`src/rhsl_pkg.sv`:
```
// shared constants and types for the rgb to hsl converter
`timescale 1ns / 1ps

package rhsl_pkg;

  localparam int FRACTION_BITS_DEF = 16;
  localparam int CHAN_W            = 8;
  localparam int OUT_W             = 16;
  // divisor up to six times the channel range, remainder stays below it
  localparam int DEN_W             = 11;
  localparam int REM_W             = 11;
  localparam int NUM_LANES         = 2;

  localparam int LANE_HUE = 0;
  localparam int LANE_SAT = 1;

  typedef struct packed {
    logic [REM_W-1:0] rem;
    logic [DEN_W-1:0] den;
  } lane_t;

endpackage

```
`src/rgb_to_hsl_converter_top.sv`:
```
// rgb to hsl converter: front end and bit-per-stage division pipeline
`timescale 1ns / 1ps

// a request taken with start shows its result with done high after the front register,
//   one stage per quotient bit and the output register
// throughput: one pixel per clock, busy is never raised; the pipeline never stalls
// reset: rst (synchronous, active high) clears all valid bits and done; payload is not reset
module rgb_to_hsl_converter_top
  import rhsl_pkg::*;
#(
  parameter int FRACTION_BITS = FRACTION_BITS_DEF
) (
  input  logic              clk,
  input  logic              rst,
  input  logic              start,
  output logic              busy,
  input  logic [CHAN_W-1:0] red,
  input  logic [CHAN_W-1:0] green,
  input  logic [CHAN_W-1:0] blue,
  output logic              done,
  output logic [OUT_W-1:0]  hue,
  output logic [OUT_W-1:0]  saturation,
  output logic [OUT_W-1:0]  lightness
);

  localparam int F = FRACTION_BITS;

  // lightness scale 2^F-1 split as 510*LIG_Q + LIG_R, so only the small rest is divided
  localparam int LIG_Q     = ((1 << F) - 1) / 510;
  localparam int LIG_R     = ((1 << F) - 1) % 510;
  // reciprocal of 510, exact for every numerator below 2^18
  localparam int LIG_SHIFT = 27;
  localparam int LIG_M     = ((1 << LIG_SHIFT) + 509) / 510;

  // pipeline storage, index 0 is the front register, index F the last divide stage
  logic              vld  [0:F];
  logic              grey [0:F];
  lane_t             ln   [0:F][0:NUM_LANES-1];
  logic [F-1:0]      num  [0:F][0:NUM_LANES-1];
  logic [F-1:0]      quo  [0:F][0:NUM_LANES-1];

  // lightness path, aligned with the divide stages
  logic [17:0]       lig_tr;
  logic [F-1:0]      lig_tq0;
  logic [36:0]       lig_prod;
  logic [F-1:0]      lig_tq1;
  logic [F-1:0]      lig_val [2:F];

  // front end signals
  logic [CHAN_W-1:0] mx;
  logic [CHAN_W-1:0] mn;
  logic [CHAN_W:0]   sum;
  logic [CHAN_W-1:0] d;
  logic [11:0]       d12;
  logic [11:0]       d6;
  logic signed [11:0] n_raw;
  logic signed [11:0] n_wrap;
  logic [CHAN_W:0]   sat_den;
  logic              accept;

  // the receiver cannot stall and every stage moves each cycle
  assign busy   = 1'b0;
  assign accept = start && !busy;

  // largest and smallest channel
  always_comb begin
    mx = red;
    mn = red;
    if (green > mx) mx = green;
    if (blue > mx) mx = blue;
    if (green < mn) mn = green;
    if (blue < mn) mn = blue;
  end

  assign sum = {1'b0, mx} + {1'b0, mn};
  assign d   = mx - mn;
  assign d12 = {4'b0, d};
  assign d6  = (d12 << 2) + (d12 << 1);

  // hue numerator in units of 1/(6d), first channel equal to max wins
  always_comb begin
    priority if (red == mx) begin
      n_raw = $signed({4'b0, green}) - $signed({4'b0, blue});
    end else if (green == mx) begin
      n_raw = $signed(d12 << 1) + $signed({4'b0, blue}) - $signed({4'b0, red});
    end else begin
      n_raw = $signed(d12 << 2) + $signed({4'b0, red}) - $signed({4'b0, green});
    end
    // a negative angle wraps by one full turn
    if (n_raw < 0) begin
      n_wrap = n_raw + $signed(d6);
    end else begin
      n_wrap = n_raw;
    end
  end

  // saturation divisor picks the side of one half lightness
  assign sat_den = (sum < 9'd255) ? sum : (9'd510 - sum);

  // front register: set up two lanes of long division and the lightness products
  // for a numerator x*(2^F-1) the upper part is x-1 and the lower F bits are -x
  always_ff @(posedge clk) begin
    if (rst) begin
      vld[0] <= 1'b0;
    end else begin
      vld[0] <= accept;
    end
    grey[0] <= (d == '0);

    ln[0][LANE_HUE].rem <= REM_W'(n_wrap[10:0]);
    ln[0][LANE_HUE].den <= d6[DEN_W-1:0];
    num[0][LANE_HUE]    <= '0;

    ln[0][LANE_SAT].rem <= REM_W'(d - CHAN_W'(d != '0));
    ln[0][LANE_SAT].den <= DEN_W'(sat_den);
    num[0][LANE_SAT]    <= F'(0) - F'(d);

    lig_tr  <= 18'(sum * LIG_R);
    lig_tq0 <= F'(sum * LIG_Q);

    for (int l = 0; l < NUM_LANES; l++) begin
      quo[0][l] <= '0;
    end
  end

  // lightness: whole part plus the divided rest, then delayed to the last stage
  always_ff @(posedge clk) begin
    lig_prod   <= lig_tr * 37'(LIG_M);
    lig_tq1    <= lig_tq0;
    lig_val[2] <= lig_tq1 + F'(lig_prod[36:LIG_SHIFT]);
    for (int k = 2; k < F; k++) begin
      lig_val[k+1] <= lig_val[k];
    end
  end

  // one restoring division step per stage, one quotient bit each
  for (genvar k = 0; k < F; k++) begin : g_div
    logic [REM_W:0] trial [NUM_LANES];
    logic           fits  [NUM_LANES];

    always_comb begin
      for (int l = 0; l < NUM_LANES; l++) begin
        trial[l] = {ln[k][l].rem, num[k][l][F-1]};
        fits[l]  = (trial[l] >= {1'b0, ln[k][l].den});
      end
    end

    always_ff @(posedge clk) begin
      if (rst) begin
        vld[k+1] <= 1'b0;
      end else begin
        vld[k+1] <= vld[k];
      end
      grey[k+1] <= grey[k];
      for (int l = 0; l < NUM_LANES; l++) begin
        ln[k+1][l].den <= ln[k][l].den;
        if (fits[l]) begin
          ln[k+1][l].rem <= REM_W'(trial[l] - {1'b0, ln[k][l].den});
        end else begin
          ln[k+1][l].rem <= trial[l][REM_W-1:0];
        end
        num[k+1][l] <= num[k][l] << 1;
        quo[k+1][l] <= {quo[k][l][F-2:0], fits[l]};
      end
    end
  end

  // output register, grey pixels force hue and saturation to zero
  always_ff @(posedge clk) begin
    if (rst) begin
      done <= 1'b0;
    end else begin
      done <= vld[F];
    end
    hue        <= grey[F] ? '0 : OUT_W'(quo[F][LANE_HUE]);
    saturation <= grey[F] ? '0 : OUT_W'(quo[F][LANE_SAT]);
    lightness  <= OUT_W'(lig_val[F]);
  end

endmodule

```
`config.mk`:
```
export PLATFORM = sky130hd
export DESIGN_NAME = rgb_to_hsl_converter_top
export DESIGN_NICKNAME = d
export VERILOG_FILES = /design/src/rhsl_pkg.sv /design/src/rgb_to_hsl_converter_top.sv
export SDC_FILE = /design/constraint.sdc
export NUM_CORES = 2
export LEC_CHECK = 0
export ABC_AREA = 1
export BUFFER_PORTS_ARGS = -buffer_cell sky130_fd_sc_hd__buf_2
export CAP_MARGIN = 5
export CORE_MARGIN = 2
export CORE_UTILIZATION = 40
export CTS_BUF_LIST = sky130_fd_sc_hd__clkbuf_8
export CTS_CLUSTER_SIZE = 10
export DETAILED_ROUTE_END_ITERATION = 6
export PLACE_DENSITY = 0.64
export REMOVE_ABC_BUFFERS = 1
export SLEW_MARGIN = 20
export SYNTH_ARGS = -nofsm -noshare
export SYNTH_HDL_FRONTEND = slang
export SYNTH_SLANG_ARGS = --single-unit
```
`constraint.sdc`:
```
create_clock -name clk -period 12.8 [get_ports clk]
set_input_delay 2.56 -clock clk [delete_from_list [all_inputs] [get_ports clk]]
set_output_delay 2.56 -clock clk [all_outputs]
set_load 0.02 [all_outputs]
```
==> results.cfg <==
[sta]
rsz0062_at_grt = no
max_freq_ghz = 0.0940
maxSlewHeadroom = 0.343
finalCriticalPeriod_ns = 10.64
tightest_slew_ns = 0.982
tns_ns = 0
fin_crit_sh = 0.831
slew_violations = 0
setup_viol_count_final = 0
hold_viol = 0
worst_clock_skew_ns = 0.0417

[cts]
cts_sinks = 1336
holdBufCountCts = 0
post_cts.repair.setup_buffers = 0
cts_inserted_buffers = 203
h-tree-depth = 4
ctsRootBufferMaster = clkbuf_8
cts_tree = yes
clock_latency_ns = 0.86
cts_resized = 0
clk_path_buf_depth = 3
clk_pin_slew_ns = 0.07

[floorplan]
chipHeight_microns = 363
row_count = 131
boundaryPins = 77
core_sq_mm = 0.128
die_w_microns = 363
start_util = 0.403
dieArea_sq_mm = 0.132

[detailed_routing]
met3_length_microns = 3440
post-route-drc-count = 0
drtIter0Drc = 1041
top_layer_used = met5
num_vias = 33100
firstDrtPassIters = 5
avgViaCountPerCell = 4.50
wl_met1_microns = 35400
routed_wl_microns = 87700
wl_per_cell_microns = 11.9
wl_met2_microns = 45200
ant_nets = 0

[logic_synthesis]
synthArstFlopShare = 0
synth_fa_ha_area_frac = 0.167
synthDistinctLibCells = 54
synth-seq-area-share = 0.520
synthSimpleGateAreaFrac = 0.107
yosysWarnings = 0
muxShareOfSynthArea = 0
synth_top_cell_area_share = 0.520
synth_seq_cells = 1336
synth-edff-count = 0
netlist_area_sq_mm = 0.0515
yosys_most_used_dff = dfxtp_1
synthTopCellsByArea = dfxtp_1, ha_1, nand2_1
yosys.area.top_type = dfxtp_1
syn_area_per_cell_sq_um = 9.71
synthCells = 5298
synth_top_family_by_area = adder cells
synth-compound-area-share = 0.0906
synth_xor_area_frac = 0.0530

[cells_and_area]
area_growth_pct = 12.9
nets = 6193
drive_above_1_share = 0.0807
final_common_cell = dfxtp_1
layout_common_cells = dfxtp_1, inv_1, nand2_1
register_area_sq_mm = 0.0267
stdcell_count = 7362
multi_input_area_sq_mm = 0.0215
finalInstanceArea_sq_mm = 0.0581
nFillCells = 12000

[place]
place_area_sq_mm = 0.0537
place_inst = 6990
hpwl_microns = 67700
gp_congestion = 0.859
portBuffers = 75

[run_status]
status = finished clean

[critical_path]
path_common_cell = nand2_1
startpoint_type = primary input
rr_startpoint = lig_tr[14]
required_ns = 13.55
crit_fanout = 13
crit_type = in -> reg
endpoint_kind = register
slowest_delay_ns = 0.56
cp.arrival_ns = 11.39
crit_start = red[7]
cp_slowest_cell = fa_1

[global_routing]
grt_pass1_vias = 33300
grt_pass1_wl_microns = 148000
antenna_found_initial = 6
grt_max_degree = 33
grt.total_usage = 0.136
grt_overflow = 0

[run]
max-cap-violations = 0

[hold_path]
hold_path_class = reg -> reg
worstHoldStart = quo[10][1]
## registers in the layout (all words and copies together) (netlist names), 16 cells and up
register and cells:
lightness 16, grey 17, lig_tr 16, hue 16, quo 272, ln 594, lig_val 240, vld 17
saturation 16, num 106
## cell usage after synthesis, types with 13 or more instances
library cell and count:
a211oi_1 17, o21ai_0 368, and2_1 13, nand3_1 135, nor4_1 13, o21ai_1 50, inv_1 770, fa_1 90
xor2_1 203, nor3_1 43, ha_1 543, nor2_1 267, xnor2_1 105, dfxtp_1 1336, o31ai_1 13, a21o_1 22
inv_2 18, a21oi_1 301, nand2_2 15, o21bai_1 41, nand2_1 771, nand4_1 26, clkbuf_1 34
## critical path: cells and delay by family
kind | cells | cell delay [ns]
xor+xnor | 1 | 0.13
buf+inv | 9 | 1.08
fa+ha+maj | 9 | 3.70
simple gates | 18 | 2.26
compound gates | 9 | 1.67
## layer usage
metal	global-route usage	up-vias
li1	-	17500
met1	0.137	14900
met2	0.255	467
met3	0.0317	229
met4	0.0726	8
met5	0	-
## metrics by stage
| step | hold WS (ns) | worst slack [ns] | utilization |
|---|---|---|---|
| after detailed placement | 0.312 | 1.26 | 0.421 |
| after global placement | 0.310 | 1.33 | 0.421 |
| after CTS | 0.276 | 2.24 | 0.455 |
| after global routing | 0.307 | 1.40 | 0.455 |
| final | 0.290 | 2.16 | 0.455 |
| after floorplan | 0.310 | 2.43 | - |
## kinds of logic after synthesis
family	Yosys count
and+or+nand+nor	1318
AOI/OAI and AO/OA	858
adders and majority gates	633
buffers and inverters	842
DFF	1336
xor gates and xnor gates	310
other	1
## cell type report
| class | count | area share |
|---|---|---|
| flip-flops and latches | 1336 | 0.460 |
| multi-input cells | 3120 | 0.370 |
| clock buffers | 260 | 0.0616 |
| inverters | 792 | 0.0512 |
| well taps | 1662 | 0.0358 |
| clock inverters | 110 | 0.0137 |
| repair buffers | 80 | 0.00711 |
| diodes | 2 | 0.0000861 |
## final timing paths
check	to	slack (ns)	cells past startpoint
worst max-delay path	lig_tr[15]	2.16	46
worst min-delay path	quo[11][2]	0.29	0
worst max register to register	lig_prod[34]	8.70	16
worst min register to register	quo[11][2]	0.29	0
Power is not shown: default switching activity piles up to over one toggle a cycle in this logic, so the estimate is an artifact.
